--- src/hdl/ysd_pkg.sv ---
// ysd_pkg: shared types, constants and the opcode classifier for the y86 decoder
// used by ysd_front, ysd_queue, ysd_back and y86_instruction_stream_decoder
`default_nettype none

package ysd_pkg;

   // program memory size and address width
   localparam int MEM_BYTES   = 4096;
   localparam int ADDR_W      = $clog2(MEM_BYTES);
   localparam int START_W     = 12;

   // depth of the queue between front and back
   localparam int QUEUE_DEPTH = 2;
   localparam int QPTR_W      = (QUEUE_DEPTH > 1) ? $clog2(QUEUE_DEPTH) : 1;
   localparam int QCNT_W      = $clog2(QUEUE_DEPTH + 1);

   // opcode upper nibbles
   localparam logic [3:0] OPH_HALT   = 4'h0;
   localparam logic [3:0] OPH_NOP    = 4'h1;
   localparam logic [3:0] OPH_RRMOV  = 4'h2;
   localparam logic [3:0] OPH_IRMOV  = 4'h3;
   localparam logic [3:0] OPH_RMMOV  = 4'h4;
   localparam logic [3:0] OPH_MRMOV  = 4'h5;
   localparam logic [3:0] OPH_ALU    = 4'h6;
   localparam logic [3:0] OPH_JUMP   = 4'h7;
   localparam logic [3:0] OPH_CALL   = 4'h8;
   localparam logic [3:0] OPH_RET    = 4'h9;
   localparam logic [3:0] OPH_PUSH   = 4'hA;
   localparam logic [3:0] OPH_POP    = 4'hB;

   // largest function code for the families that have one
   localparam logic [3:0] FN_CMOV_MAX = 4'h6;
   localparam logic [3:0] FN_ALU_MAX  = 4'h3;
   localparam logic [3:0] FN_JUMP_MAX = 4'h6;
   localparam logic [3:0] FN_NONE     = 4'h0;

   // mnemonic codes (family bases)
   localparam logic [4:0] MN_HALT   = 5'd0;
   localparam logic [4:0] MN_NOP    = 5'd1;
   localparam logic [4:0] MN_RET    = 5'd2;
   localparam logic [4:0] MN_RRMOVL = 5'd3;
   localparam logic [4:0] MN_ADDL   = 5'd10;
   localparam logic [4:0] MN_PUSHL  = 5'd14;
   localparam logic [4:0] MN_POPL   = 5'd15;
   localparam logic [4:0] MN_IRMOVL = 5'd16;
   localparam logic [4:0] MN_RMMOVL = 5'd17;
   localparam logic [4:0] MN_MRMOVL = 5'd18;
   localparam logic [4:0] MN_JMP    = 5'd19;
   localparam logic [4:0] MN_CALL   = 5'd26;

   // instruction lengths, zero marks an unknown opcode
   localparam logic [2:0] LEN_NONE  = 3'd0;
   localparam logic [2:0] LEN_SHORT = 3'd1;
   localparam logic [2:0] LEN_REG   = 3'd2;
   localparam logic [2:0] LEN_JUMP  = 3'd5;
   localparam logic [2:0] LEN_LONG  = 3'd6;

   typedef struct packed {
      logic [2:0] len;
      logic [4:0] code;
   } class_type;

   // one queued word: the byte, its address and its class as an opcode
   typedef struct packed {
      logic [7:0]        code_byte;
      logic              final_byte;
      logic [ADDR_W-1:0] addr;
      class_type         cls;
   } entry_type;

   function automatic class_type classify(input logic [7:0] op);
      logic [3:0] hi;
      logic [3:0] lo;
      class_type  c;
      hi = op[7:4];
      lo = op[3:0];
      c.len  = LEN_NONE;
      c.code = MN_HALT;
      case (hi)
         OPH_HALT:  if (lo == FN_NONE) begin c.len = LEN_SHORT; c.code = MN_HALT; end
         OPH_NOP:   if (lo == FN_NONE) begin c.len = LEN_SHORT; c.code = MN_NOP; end
         OPH_RET:   if (lo == FN_NONE) begin c.len = LEN_SHORT; c.code = MN_RET; end
         OPH_RRMOV: if (lo <= FN_CMOV_MAX) begin
            c.len = LEN_REG; c.code = MN_RRMOVL + {1'b0, lo};
         end
         OPH_ALU:   if (lo <= FN_ALU_MAX) begin
            c.len = LEN_REG; c.code = MN_ADDL + {1'b0, lo};
         end
         OPH_PUSH:  if (lo == FN_NONE) begin c.len = LEN_REG; c.code = MN_PUSHL; end
         OPH_POP:   if (lo == FN_NONE) begin c.len = LEN_REG; c.code = MN_POPL; end
         OPH_IRMOV: if (lo == FN_NONE) begin c.len = LEN_LONG; c.code = MN_IRMOVL; end
         OPH_RMMOV: if (lo == FN_NONE) begin c.len = LEN_LONG; c.code = MN_RMMOVL; end
         OPH_MRMOV: if (lo == FN_NONE) begin c.len = LEN_LONG; c.code = MN_MRMOVL; end
         OPH_JUMP:  if (lo <= FN_JUMP_MAX) begin
            c.len = LEN_JUMP; c.code = MN_JMP + {1'b0, lo};
         end
         OPH_CALL:  if (lo == FN_NONE) begin c.len = LEN_JUMP; c.code = MN_CALL; end
         default: begin
            c.len  = LEN_NONE;
            c.code = MN_HALT;
         end
      endcase
      return c;
   endfunction

endpackage

`default_nettype wire

--- src/hdl/ysd_front.sv ---
// ysd_front: accepts program bytes, tracks the byte address and classifies each byte
// depends on ysd_pkg
`default_nettype none

module ysd_front (
   input  wire logic             clock,
   input  wire logic             reset,
   input  wire logic             req_valid,
   output logic                  req_ready,
   input  wire logic [7:0]       req_code_byte,
   input  wire logic             req_final_byte,
   input  wire logic             queue_full,
   output logic                  push,
   output ysd_pkg::entry_type    push_entry
);
   import ysd_pkg::*;

   logic [ADDR_W-1:0] addr_ff;
   logic [ADDR_W-1:0] addr_in;

   // accept whenever the queue has room
   assign req_ready = !queue_full;
   assign push      = req_valid && !queue_full;

   // classify the byte as if it were an opcode; the back decides if it is one
   always_comb begin
      push_entry.code_byte  = req_code_byte;
      push_entry.final_byte = req_final_byte;
      push_entry.addr       = addr_ff;
      push_entry.cls        = classify(req_code_byte);
   end

   // address advances per byte, wraps at memory size, restarts after the final byte
   always_comb begin
      addr_in = addr_ff;
      if (push) begin
         if (req_final_byte || addr_ff == ADDR_W'(MEM_BYTES - 1)) begin
            addr_in = '0;
         end else begin
            addr_in = addr_ff + 1'b1;
         end
      end
   end

   always_ff @(posedge clock) begin
      if (reset) begin
         addr_ff <= '0;
      end else begin
         addr_ff <= addr_in;
      end
   end

endmodule

`default_nettype wire

--- src/hdl/ysd_queue.sv ---
// ysd_queue: short fifo of classified words between front and back
// depends on ysd_pkg
`default_nettype none

module ysd_queue (
   input  wire logic            clock,
   input  wire logic            reset,
   input  wire logic            push,
   input  wire ysd_pkg::entry_type push_entry,
   input  wire logic            pop,
   output logic                 full,
   output logic                 head_valid,
   output ysd_pkg::entry_type   head_entry
);
   import ysd_pkg::*;

   entry_type         slot_ff [QUEUE_DEPTH];
   logic [QPTR_W-1:0] wr_ptr_ff;
   logic [QPTR_W-1:0] wr_ptr_in;
   logic [QPTR_W-1:0] rd_ptr_ff;
   logic [QPTR_W-1:0] rd_ptr_in;
   logic [QCNT_W-1:0] count_ff;
   logic [QCNT_W-1:0] count_in;

   assign full       = (count_ff == QCNT_W'(QUEUE_DEPTH));
   assign head_valid = (count_ff != '0);
   assign head_entry = slot_ff[rd_ptr_ff];

   // pointer and fill count update
   always_comb begin
      wr_ptr_in = wr_ptr_ff;
      rd_ptr_in = rd_ptr_ff;
      count_in  = count_ff;
      if (push) begin
         wr_ptr_in = (wr_ptr_ff == QPTR_W'(QUEUE_DEPTH - 1)) ? '0 : wr_ptr_ff + 1'b1;
      end
      if (pop) begin
         rd_ptr_in = (rd_ptr_ff == QPTR_W'(QUEUE_DEPTH - 1)) ? '0 : rd_ptr_ff + 1'b1;
      end
      if (push && !pop) begin
         count_in = count_ff + 1'b1;
      end else if (pop && !push) begin
         count_in = count_ff - 1'b1;
      end
   end

   always_ff @(posedge clock) begin
      if (reset) begin
         wr_ptr_ff <= '0;
         rd_ptr_ff <= '0;
         count_ff  <= '0;
      end else begin
         wr_ptr_ff <= wr_ptr_in;
         rd_ptr_ff <= rd_ptr_in;
         count_ff  <= count_in;
      end
   end

   // storage, no reset needed
   always_ff @(posedge clock) begin
      if (push) begin
         slot_ff[wr_ptr_ff] <= push_entry;
      end
   end

endmodule

`default_nettype wire

--- src/hdl/ysd_back.sv ---
// ysd_back: assembles instruction bytes from the queue and holds the result word
// depends on ysd_pkg
`default_nettype none

module ysd_back (
   input  wire logic                clock,
   input  wire logic                reset,
   input  wire logic                head_valid,
   input  wire ysd_pkg::entry_type  head_entry,
   output logic                     pop,
   output logic                     rsp_valid,
   input  wire logic                rsp_ready,
   output logic [4:0]               rsp_mnemonic,
   output logic [3:0]               rsp_reg_a,
   output logic [3:0]               rsp_reg_b,
   output logic signed [31:0]       rsp_immediate,
   output logic [ysd_pkg::START_W-1:0] rsp_start_address,
   output logic [2:0]               rsp_length,
   output logic                     rsp_truncated
);
   import ysd_pkg::*;

   // instruction being collected
   logic [2:0]        count_ff;
   logic [2:0]        count_in;
   logic [2:0]        len_ff;
   logic [2:0]        len_in;
   logic [4:0]        code_ff;
   logic [4:0]        code_in;
   logic [7:0]        regs_ff;
   logic [7:0]        regs_in;
   logic [31:0]       imm_ff;
   logic [31:0]       imm_in;
   logic [ADDR_W-1:0] start_ff;
   logic [ADDR_W-1:0] start_in;

   // result register
   logic                     out_valid_ff;
   logic                     out_valid_in;
   logic [4:0]               out_code_ff;
   logic [3:0]               out_reg_a_ff;
   logic [3:0]               out_reg_b_ff;
   logic [31:0]              out_imm_ff;
   logic [START_W-1:0]       out_start_ff;
   logic [2:0]               out_len_ff;
   logic                     out_trunc_ff;

   logic       emit;
   logic       trunc;
   logic       has_reg;
   logic       has_imm;
   logic [2:0] next_count;
   logic [1:0] lane;
   logic       lane_hit;

   // take a word when the result register is free or being emptied
   assign pop = head_valid && (!out_valid_ff || rsp_ready);

   // byte assembly
   always_comb begin
      count_in   = count_ff;
      len_in     = len_ff;
      code_in    = code_ff;
      regs_in    = regs_ff;
      imm_in     = imm_ff;
      start_in   = start_ff;
      emit       = 1'b0;
      trunc      = 1'b0;
      next_count = count_ff + 1'b1;
      lane       = '0;
      lane_hit   = 1'b0;
      if (pop) begin
         if (count_ff == '0) begin
            // waiting for an opcode: unknown bytes are skipped
            if (head_entry.cls.len != LEN_NONE) begin
               len_in   = head_entry.cls.len;
               code_in  = head_entry.cls.code;
               regs_in  = '0;
               imm_in   = '0;
               start_in = head_entry.addr;
               if (head_entry.cls.len == LEN_SHORT) begin
                  emit = 1'b1;
               end else if (head_entry.final_byte) begin
                  emit  = 1'b1;
                  trunc = 1'b1;
               end else begin
                  count_in = 3'd1;
               end
            end
         end else begin
            // jumps carry the immediate from byte one, long forms from byte two
            if (len_ff == LEN_JUMP) begin
               lane     = 2'(count_ff - 3'd1);
               lane_hit = 1'b1;
            end else if (count_ff == 3'd1) begin
               regs_in = head_entry.code_byte;
            end else begin
               lane     = 2'(count_ff - 3'd2);
               lane_hit = 1'b1;
            end
            if (lane_hit) begin
               case (lane)
                  2'd0:    imm_in[7:0]   = head_entry.code_byte;
                  2'd1:    imm_in[15:8]  = head_entry.code_byte;
                  2'd2:    imm_in[23:16] = head_entry.code_byte;
                  2'd3:    imm_in[31:24] = head_entry.code_byte;
                  default: imm_in        = imm_ff;
               endcase
            end
            if (next_count >= len_ff) begin
               emit     = 1'b1;
               count_in = '0;
            end else if (head_entry.final_byte) begin
               emit     = 1'b1;
               trunc    = 1'b1;
               count_in = '0;
            end else begin
               count_in = next_count;
            end
         end
      end
   end

   assign has_reg = (len_in == LEN_REG) || (len_in == LEN_LONG);
   assign has_imm = (len_in == LEN_JUMP) || (len_in == LEN_LONG);

   // result handshake
   always_comb begin
      out_valid_in = out_valid_ff;
      if (emit) begin
         out_valid_in = 1'b1;
      end else if (rsp_ready) begin
         out_valid_in = 1'b0;
      end
   end

   always_ff @(posedge clock) begin
      if (reset) begin
         count_ff     <= '0;
         out_valid_ff <= 1'b0;
      end else begin
         count_ff     <= count_in;
         out_valid_ff <= out_valid_in;
      end
   end

   // held instruction fields
   always_ff @(posedge clock) begin
      len_ff   <= len_in;
      code_ff  <= code_in;
      regs_ff  <= regs_in;
      imm_ff   <= imm_in;
      start_ff <= start_in;
   end

   // result payload
   always_ff @(posedge clock) begin
      if (emit) begin
         out_code_ff  <= code_in;
         out_reg_a_ff <= has_reg ? regs_in[7:4] : 4'd0;
         out_reg_b_ff <= has_reg ? regs_in[3:0] : 4'd0;
         out_imm_ff   <= has_imm ? imm_in : 32'd0;
         out_start_ff <= START_W'(start_in);
         out_len_ff   <= len_in;
         out_trunc_ff <= trunc;
      end
   end

   assign rsp_valid         = out_valid_ff;
   assign rsp_mnemonic      = out_code_ff;
   assign rsp_reg_a         = out_reg_a_ff;
   assign rsp_reg_b         = out_reg_b_ff;
   assign rsp_immediate     = $signed(out_imm_ff);
   assign rsp_start_address = out_start_ff;
   assign rsp_length        = out_len_ff;
   assign rsp_truncated     = out_trunc_ff;

endmodule

`default_nettype wire

--- src/hdl/y86_instruction_stream_decoder.sv ---
// y86_instruction_stream_decoder: top level, byte stream in, decoded instruction words out
// depends on ysd_pkg, ysd_front, ysd_queue, ysd_back
//
//   channel | handshake             | payload
//   --------+-----------------------+--------------------------------------------------
//   req     | req_valid / req_ready | code_byte, final_byte
//   rsp     | rsp_valid / rsp_ready | mnemonic, reg_a, reg_b, immediate, start_address,
//           |                       | length, truncated
//
// one byte word accepted per cycle while the queue is not full; a result word passes
// through the front-to-back queue and then the result register
// the two-entry queue keeps byte intake going while the result register waits on rsp_ready
// reset is synchronous: byte address zero, decoder waiting for an opcode, queue empty
`default_nettype none

module y86_instruction_stream_decoder (
   input  wire logic                   clock,
   input  wire logic                   reset,
   input  wire logic                   req_valid,
   output logic                        req_ready,
   input  wire logic [7:0]             req_code_byte,
   input  wire logic                   req_final_byte,
   output logic                        rsp_valid,
   input  wire logic                   rsp_ready,
   output logic [4:0]                  rsp_mnemonic,
   output logic [3:0]                  rsp_reg_a,
   output logic [3:0]                  rsp_reg_b,
   output logic signed [31:0]          rsp_immediate,
   output logic [ysd_pkg::START_W-1:0] rsp_start_address,
   output logic [2:0]                  rsp_length,
   output logic                        rsp_truncated
);
   import ysd_pkg::*;

   logic      push;
   entry_type push_entry;
   logic      queue_full;
   logic      pop;
   logic      head_valid;
   entry_type head_entry;

   // intake and classification
   ysd_front u_front (
      .clock          (clock),
      .reset          (reset),
      .req_valid      (req_valid),
      .req_ready      (req_ready),
      .req_code_byte  (req_code_byte),
      .req_final_byte (req_final_byte),
      .queue_full     (queue_full),
      .push           (push),
      .push_entry     (push_entry)
   );

   // decoupling queue
   ysd_queue u_queue (
      .clock      (clock),
      .reset      (reset),
      .push       (push),
      .push_entry (push_entry),
      .pop        (pop),
      .full       (queue_full),
      .head_valid (head_valid),
      .head_entry (head_entry)
   );

   // instruction assembly and result register
   ysd_back u_back (
      .clock             (clock),
      .reset             (reset),
      .head_valid        (head_valid),
      .head_entry        (head_entry),
      .pop               (pop),
      .rsp_valid         (rsp_valid),
      .rsp_ready         (rsp_ready),
      .rsp_mnemonic      (rsp_mnemonic),
      .rsp_reg_a         (rsp_reg_a),
      .rsp_reg_b         (rsp_reg_b),
      .rsp_immediate     (rsp_immediate),
      .rsp_start_address (rsp_start_address),
      .rsp_length        (rsp_length),
      .rsp_truncated     (rsp_truncated)
   );

`ifndef NO_ASSERTIONS
   // a result word always carries a legal instruction length
   a_len_legal: assert property (@(posedge clock) disable iff (reset)
      rsp_valid |-> (rsp_length == LEN_SHORT || rsp_length == LEN_REG ||
                     rsp_length == LEN_JUMP || rsp_length == LEN_LONG))
      else $error("result word with illegal length");

   // one-byte instructions can never be cut short
   a_short_not_trunc: assert property (@(posedge clock) disable iff (reset)
      (rsp_valid && rsp_length == LEN_SHORT) |-> !rsp_truncated)
      else $error("one-byte instruction flagged truncated");

   // one-byte instructions have no register byte and no immediate
   a_short_empty: assert property (@(posedge clock) disable iff (reset)
      (rsp_valid && rsp_length == LEN_SHORT) |->
         (rsp_reg_a == 4'd0 && rsp_reg_b == 4'd0 && rsp_immediate == 32'sd0))
      else $error("one-byte instruction carries operands");

   // the back never pops an empty queue
   a_pop_nonempty: assert property (@(posedge clock) disable iff (reset)
      pop |-> head_valid)
      else $error("pop from empty queue");
`endif

endmodule

`default_nettype wire
--- config.mk ---
export PLATFORM = sky130hd
export DESIGN_NAME = y86_instruction_stream_decoder
export DESIGN_NICKNAME = d
export VERILOG_FILES = /design/src/hdl/ysd_pkg.sv /design/src/hdl/ysd_front.sv /design/src/hdl/ysd_queue.sv /design/src/hdl/ysd_back.sv /design/src/hdl/y86_instruction_stream_decoder.sv
export SDC_FILE = /design/constraint.sdc
export NUM_CORES = 1
export LEC_CHECK = 0
export BUFFER_PORTS_ARGS = -buffer_cell sky130_fd_sc_hd__clkbuf_2
export CAP_MARGIN = 20
export CORE_MARGIN = 2
export CORE_UTILIZATION = 30
export DETAILED_ROUTE_END_ITERATION = 12
export SLEW_MARGIN = 20
export SYNTH_ARGS = -nofsm -noshare
export SYNTH_HDL_FRONTEND = slang
export SYNTH_HIERARCHICAL = 1
export SYNTH_SLANG_ARGS = --single-unit
--- constraint.sdc ---
create_clock -name clock -period 6.96 [get_ports clock]
set_input_delay 0.348 -clock clock [delete_from_list [all_inputs] [get_ports clock]]
set_output_delay 0.348 -clock clock [all_outputs]
set_load 0.02 [all_outputs]
# Yosys cells after proc, flatten, opt, wreduce, memory -nomap -nowiden
# Memories as Yosys holds them, arrays and structs flattened. A register that Yosys moved wholly into a read port is not among the register bits.
# Index checks and enable logic that the tools add are counted.
dict set report totals {
  register_bits 141
  mem_bits_rw 58
  inputBits 13
  out_inout_bits 63
  word_cells 149
  memories 1
}
# memory words width rd rd_clocked_by_memory_dff write_ports line
set memory_table {}
lappend memory_table {u_queue.slot_ff 2 29 1 1 1 ysd_queue.sv:17} ;# entry_type slot_ff [QUEUE_DEPTH];
dict set report classes {
  add_sub_neg 11
  order_cmp 3
  eq_ne 25
  muxes 70
  reduce_logical 21
}
# cell count
set op_table {}
lappend op_table {{32-bit 2-to-1 mux} 4}
lappend op_table {{8-bit 2-to-1 mux} 14}
lappend op_table {{8-bit one-hot mux with 12 select lines} 1}
lappend op_table {{12-bit 2-to-1 mux} 4}
lappend op_table {{7-bit 2-to-1 mux} 4}
lappend op_table {{3-bit 2-to-1 mux} 9}
lappend op_table {{1-bit 2-to-1 mux} 22}
lappend op_table {{6-bit 2-to-1 mux} 3}
lappend op_table {{4-bit by 3-bit equality test with 1-bit output (second input constant)} 4}
lappend op_table {{4-bit equality test (second input constant)} 4}
lappend op_table {{5-bit 2-to-1 mux} 3}
lappend op_table {{12-bit by 1-bit adder with 12-bit output (second input constant)} 1}
lappend op_table {{12-bit equality test (second input constant)} 1}
lappend op_table {{2-bit 2-to-1 mux} 6}
lappend op_table {{3-bit equality test (second input constant)} 3}
lappend op_table {{4-bit by 2-bit equality test with 1-bit output (second input constant)} 2}
lappend op_table {{4-bit logical NOT} 2}
lappend op_table {{2-bit equality test (second input constant)} 3}
lappend op_table {{3-bit by 1-bit equality test with 1-bit output (second input constant)} 2}
lappend op_table {{2-bit != test (second input constant)} 3}
lappend op_table {{2-bit nonzero test} 3}
lappend op_table {{2-bit by 4-bit adder with 5-bit output (first input constant)} 1}
lappend op_table {{4-bit by 4-bit adder with 5-bit output (first input constant)} 1}
lappend op_table {{5-bit by 4-bit adder with 5-bit output (first input constant)} 1}
lappend op_table {{other kinds (18)} 29}

# Longest topological paths before layout
dict set report depth {
  word_depth 10
  depth_mapped 10
}

# By module
# Netlist, hierarchy kept.
# module n_inst cells_each area_per_inst_um2
set modules_own_cells {}
lappend modules_own_cells {ysd_back 1 434 5242.5}
lappend modules_own_cells {ysd_queue 1 112 2302.2}
lappend modules_own_cells {ysd_front 1 125 1039.7}

# Worst setup path before layout
# Ideal clock, no wire load.
dict set report synth_path {
  kind {register to register}
  start {register u_back.count_ff[0]}
  end {register u_back.out_imm_ff[0], in the netlist u_back/rsp_immediate[0] (enable)}
  setup_ns 0.426
  arrival_ns 3.180
  t_required_ns 6.534
  path_slack_ns 3.354
  path_stages_with_launch 8
  path_buffers 1
  period_less_slack_ns 3.606
  cell_sequence {dfxtp_1 buf_2 inv_1 ha_1 ha_1 nand2_1 o2111ai_1 and3_1}
}
dict set report synth_via {
  elab_chain_cells 5
}
# element line
set synth_rtl {}
lappend synth_rtl {{start: declaration} ysd_back.sv:24} ;# logic [2:0] count_ff;
lappend synth_rtl {{start signal: assignment} ysd_back.sv:142} ;# count_ff <= count_in;
lappend synth_rtl {{3-bit by 1-bit adder with 3-bit output} ysd_back.sv:69} ;# next_count = count_ff + 1'b1;
lappend synth_rtl {{3-bit greater-or-equal comparator} ysd_back.sv:110} ;# if (next_count >= len_ff) begin
lappend synth_rtl {{1-bit 2-to-1 mux} ysd_back.sv:110}
lappend synth_rtl {{1-bit 2-to-1 mux (*)} ysd_back.sv:73} ;# if (count_ff == '0) begin
lappend synth_rtl {{1-bit 2-to-1 mux (*)} ysd_back.sv:72} ;# if (pop) begin
lappend synth_rtl {{named net u_back.emit} ysd_back.sv:48} ;# logic emit;
lappend synth_rtl {{end signal: assignment} ysd_back.sv:162} ;# out_imm_ff <= has_imm ? imm_in : 32'd0;
lappend synth_rtl {{end: declaration} ysd_back.sv:43} ;# logic [31:0] out_imm_ff;
# Mark *: on every way through the listed nets, which the timed path passes. The rest lies on a longest branch.
# A chain may end at the register's enable or synchronous reset.

# Worst setup path in the final report
dict set report layout_path {
  start {register u_back.count_ff[0]}
  end {register u_back.out_start_ff[4], in the netlist u_back/rsp_start_address[4] (enable)}
}
dict set report layout_via {
  elab_chain_cells 5
}
# element line
set layout_rtl {}
lappend layout_rtl {{3-bit by 1-bit adder with 3-bit output} ysd_back.sv:69}
lappend layout_rtl {{3-bit greater-or-equal comparator} ysd_back.sv:110}
lappend layout_rtl {{1-bit 2-to-1 mux} ysd_back.sv:110}
lappend layout_rtl {{1-bit 2-to-1 mux (*)} ysd_back.sv:73}
lappend layout_rtl {{1-bit 2-to-1 mux (*)} ysd_back.sv:72}
lappend layout_rtl {{named net u_back.emit} ysd_back.sv:48}
lappend layout_rtl {{end signal: assignment} ysd_back.sv:163} ;# out_start_ff <= START_W'(start_in);
lappend layout_rtl {{end: declaration} ysd_back.sv:44} ;# logic [START_W-1:0] out_start_ff;
# Marked as above.

==> results.py <==
metrics = {
    "outcome": {
        "status": "finished, final reports clean",
    },
    "die": {
        "io_pins": 76,
        "rows": 61,
        "core_region_area_sq_um": 28000,
        "die_area_sq_um": 30000,
        "die_h_um": 173,
        "fp.dieW_um": 173,
        "start_util_pct": 30.6,
    },
    "finish": {
        "areaGrowthSynthToFinish_pct": 13.4,
        "final_util_pct": 34.7,
        "drive_above_1_share_pct": 28.7,
        "nets": 751,
        "diodes": 0,
    },
    "critical_path": {
        "r2r-start": "u_back/count_ff[0]",
        "worstSetupPathType": "reg -> reg",
        "slowest_delay_ps": 680,
        "cpMostUsedCell": "ha_1",
        "critPathLaunch": "u_back/count_ff[0]",
        "cp-start-kind": "flip-flop",
        "cp.required_ps": 7030,
        "crit_fanout": 37,
        "endpoint_kind": "flip-flop",
        "worst-path-buf-inv": 2,
        "crit_family": "buffers and inverters",
        "critPathSlowestCell": "and3_2",
        "crit_chain": "inv_1 > ha_1 > ha_1 > nand2_1 > o2111ai_1 > and3_2 > buf_4",
        "cp.arrival_ps": 3660,
    },
    "run": {
        "maxCapViolCount": 0,
    },
    "place": {
        "place_ws_ps": 3380,
        "gp_congestion": 0.806,
        "port-buffer-count": 75,
        "dpl.hpwl_um": 11800,
    },
    "sta": {
        "period_minus_slack_ps": 3590,
        "relSlewSlack_pct": 33.1,
        "hold_viol_final": 0,
        "skew_ps": 15.1,
        "setup-violations-final": 0,
        "tns_ps": 0,
        "post-route-period-util_pct": 51.6,
        "tightest_slew_ps": 999,
        "fmax_mhz": 279,
        "setup_ws_ps": 3370,
        "rsz0062_at_grt": "false",
        "slew_violations": 0,
    },
    "routing": {
        "num_vias": 5213,
        "antenna_left": 0,
        "wl_per_cell_um": 16.0,
        "viasPerCell": 4.67,
        "drc_errors": 0,
        "drt-initial-drc-count": 458,
        "dr.pass1.iters": 5,
        "routed_wl_um": 17900,
    },
    "global_route": {
        "grt_pass1_vias": 5081,
        "grt_pass1_wl_um": 28400,
        "antenna_found_initial": 0,
        "grt_usage_pct": 12.1,
        "gr-total-overflow": 0,
        "grt_max_degree": 48,
    },
    "power": {
        "power_density_nw_per_um2": 434,
        "leakagePower_uw": 0.00359,
        "power_uw": 4220,
        "irDropWorstVdd_v": 0.000185,
    },
    "yosys": {
        "ys_warn_count": 6,
        "synth-async-reset-ratio_pct": 0,
        "syn_nets": 696,
        "synth.cell_area_sq_um": 8580,
        "synth_flop_cell": "edfxtp_1",
        "syn_inst": 671,
        "synth_seq_cells": 200,
        "yosysSeqAreaShare_pct": 60.5,
        "synth.distinct_cells": 70,
        "synth_area_per_cell_sq_um": 12.8,
        "synth-edff-count": 119,
    },
    "cts": {
        "tritoncts": "done",
        "cts_resized": 0,
        "cts.sinks": 200,
        "root_buffer": "clkbuf_16",
        "cts_buffer_depth": 2,
        "clk_latency_ps": 430,
        "cts.clk_slew.worst_paths_ps": 70,
        "cts-hold-fix-buffers": 0,
        "h-tree-depth": 4,
        "cts_setup_buffers": 0,
        "numCtsBuffers": 17,
    },
    "min_path": {
        "min-delay-start": "req_final_byte",
        "min_path_type": "in -> reg",
    },
}
## synth_stat cells (4+ instances only)
master	n	area share (%)
a21oi_2	8	0.82
edfxtp_1	119	42
nor3b_1	4	0.35
buf_6	10	1.3
a2bb2oi_1	7	0.71
nor2b_1	8	0.58
nor2_1	23	1.0
nand4_1	14	1.0
xor2_1	15	1.5
ha_1	12	1.7
inv_1	12	0.52
nand3_1	14	0.82
dfxtp_1	81	19
a21oi_1	42	2.4
nand2_1	105	4.6
xnor2_1	5	0.51
o21ai_0	10	0.58
mux2_1	6	0.79
buf_2	13	0.76
and2_1	4	0.29
mux2_2	64	8.4
and3_1	4	0.29
a32oi_4	4	1.3
buf_4	12	1.0
## logic make-up (layout without fill, tap and decap cells)
kind of cell    count (synthesis)  after routing  share of synthesized area [%]
mux                            71             71                           9.30
simple gates                  208            208                           12.3
compound gates                105            105                           9.63
xor+xnor                       20             20                           2.04
buf+inv                        55            123                           4.47
flops                         200            200                           60.5
fa+ha+maj                      12             12                           1.75
## layout make-up
| type | instances | area (sq um) |
|---|---|---|
| clock buffers | 17 | 425 |
| multi-input cells | 416 | 3010 |
| flip-flops and latches | 200 | 5190 |
| fillers | 2743 | 18300 |
| repair buffers | 79 | 405 |
| clock inverters | 15 | 175 |
| inverters | 12 | 45.0 |
| well taps | 378 | 473 |
## cells in the final DEF (no fill, tap or decap), types with 8 or more instances in the layout
master | Yosys | final
o21ai_0 | 10 | 10
inv_1 | 12 | 12
mux2_2 | 64 | 64
nand4_1 | 14 | 14
clkbuf_2 | 0 | 75
ha_1 | 12 | 12
xor2_1 | 15 | 15
nand2_1 | 105 | 105
dfxtp_1 | 81 | 81
edfxtp_1 | 119 | 119
clkbuf_16 | 0 | 17
nand3_1 | 14 | 14
a21oi_2 | 8 | 8
nor2_1 | 23 | 23
a21oi_1 | 42 | 42
## layer usage
metal,GRT usage [%],wire (um),part of all wire (%)
met1,16.4,8430,47
met5,0,0,0
met4,3.14,128,0.72
met3,2.92,958,5.4
met2,19.4,8340,47
## sequential cells by signal, indices dropped and copies added, names as in the netlist, 8 cells and up, named ones only
register,cells
u_back/imm_ff,32
u_back/regs_ff,8
u_back/rsp_immediate,32
u_back/rsp_start_address,12
u_back/start_ff,12
u_front/addr_ff,12
u_queue/slot_ff,58
## report_power, final
part	leakage [uW]	switching, uW	total, uW	internal [uW]
Sequential	0.00180	154	1840	1690
Clock	0.000289	493	982	489
Combinational	0.00150	942	1400	455
## metrics by stage
step                      std cells  hold WS [ps]  instance area, sq um
after CTS                      1117           153                  9730
after detailed placement       1085           449                  9130
after global routing           1117           143                  9730
final                          1117           164                  9730
after global placement         1085           440                  9130
after floorplan                 671           417                  8580
## path summary, 6_finish.rpt
path         depth (start not counted)                     endpoint  slack [ps]
max                                  7  u_back/rsp_start_address[4]        3370
min                                  1       u_queue/slot_ff[1][20]         160
max reg2reg                          7  u_back/rsp_start_address[4]        3370
min reg2reg                          2            u_back/imm_ff[13]         470
Power figures use the tool's default switching activity.
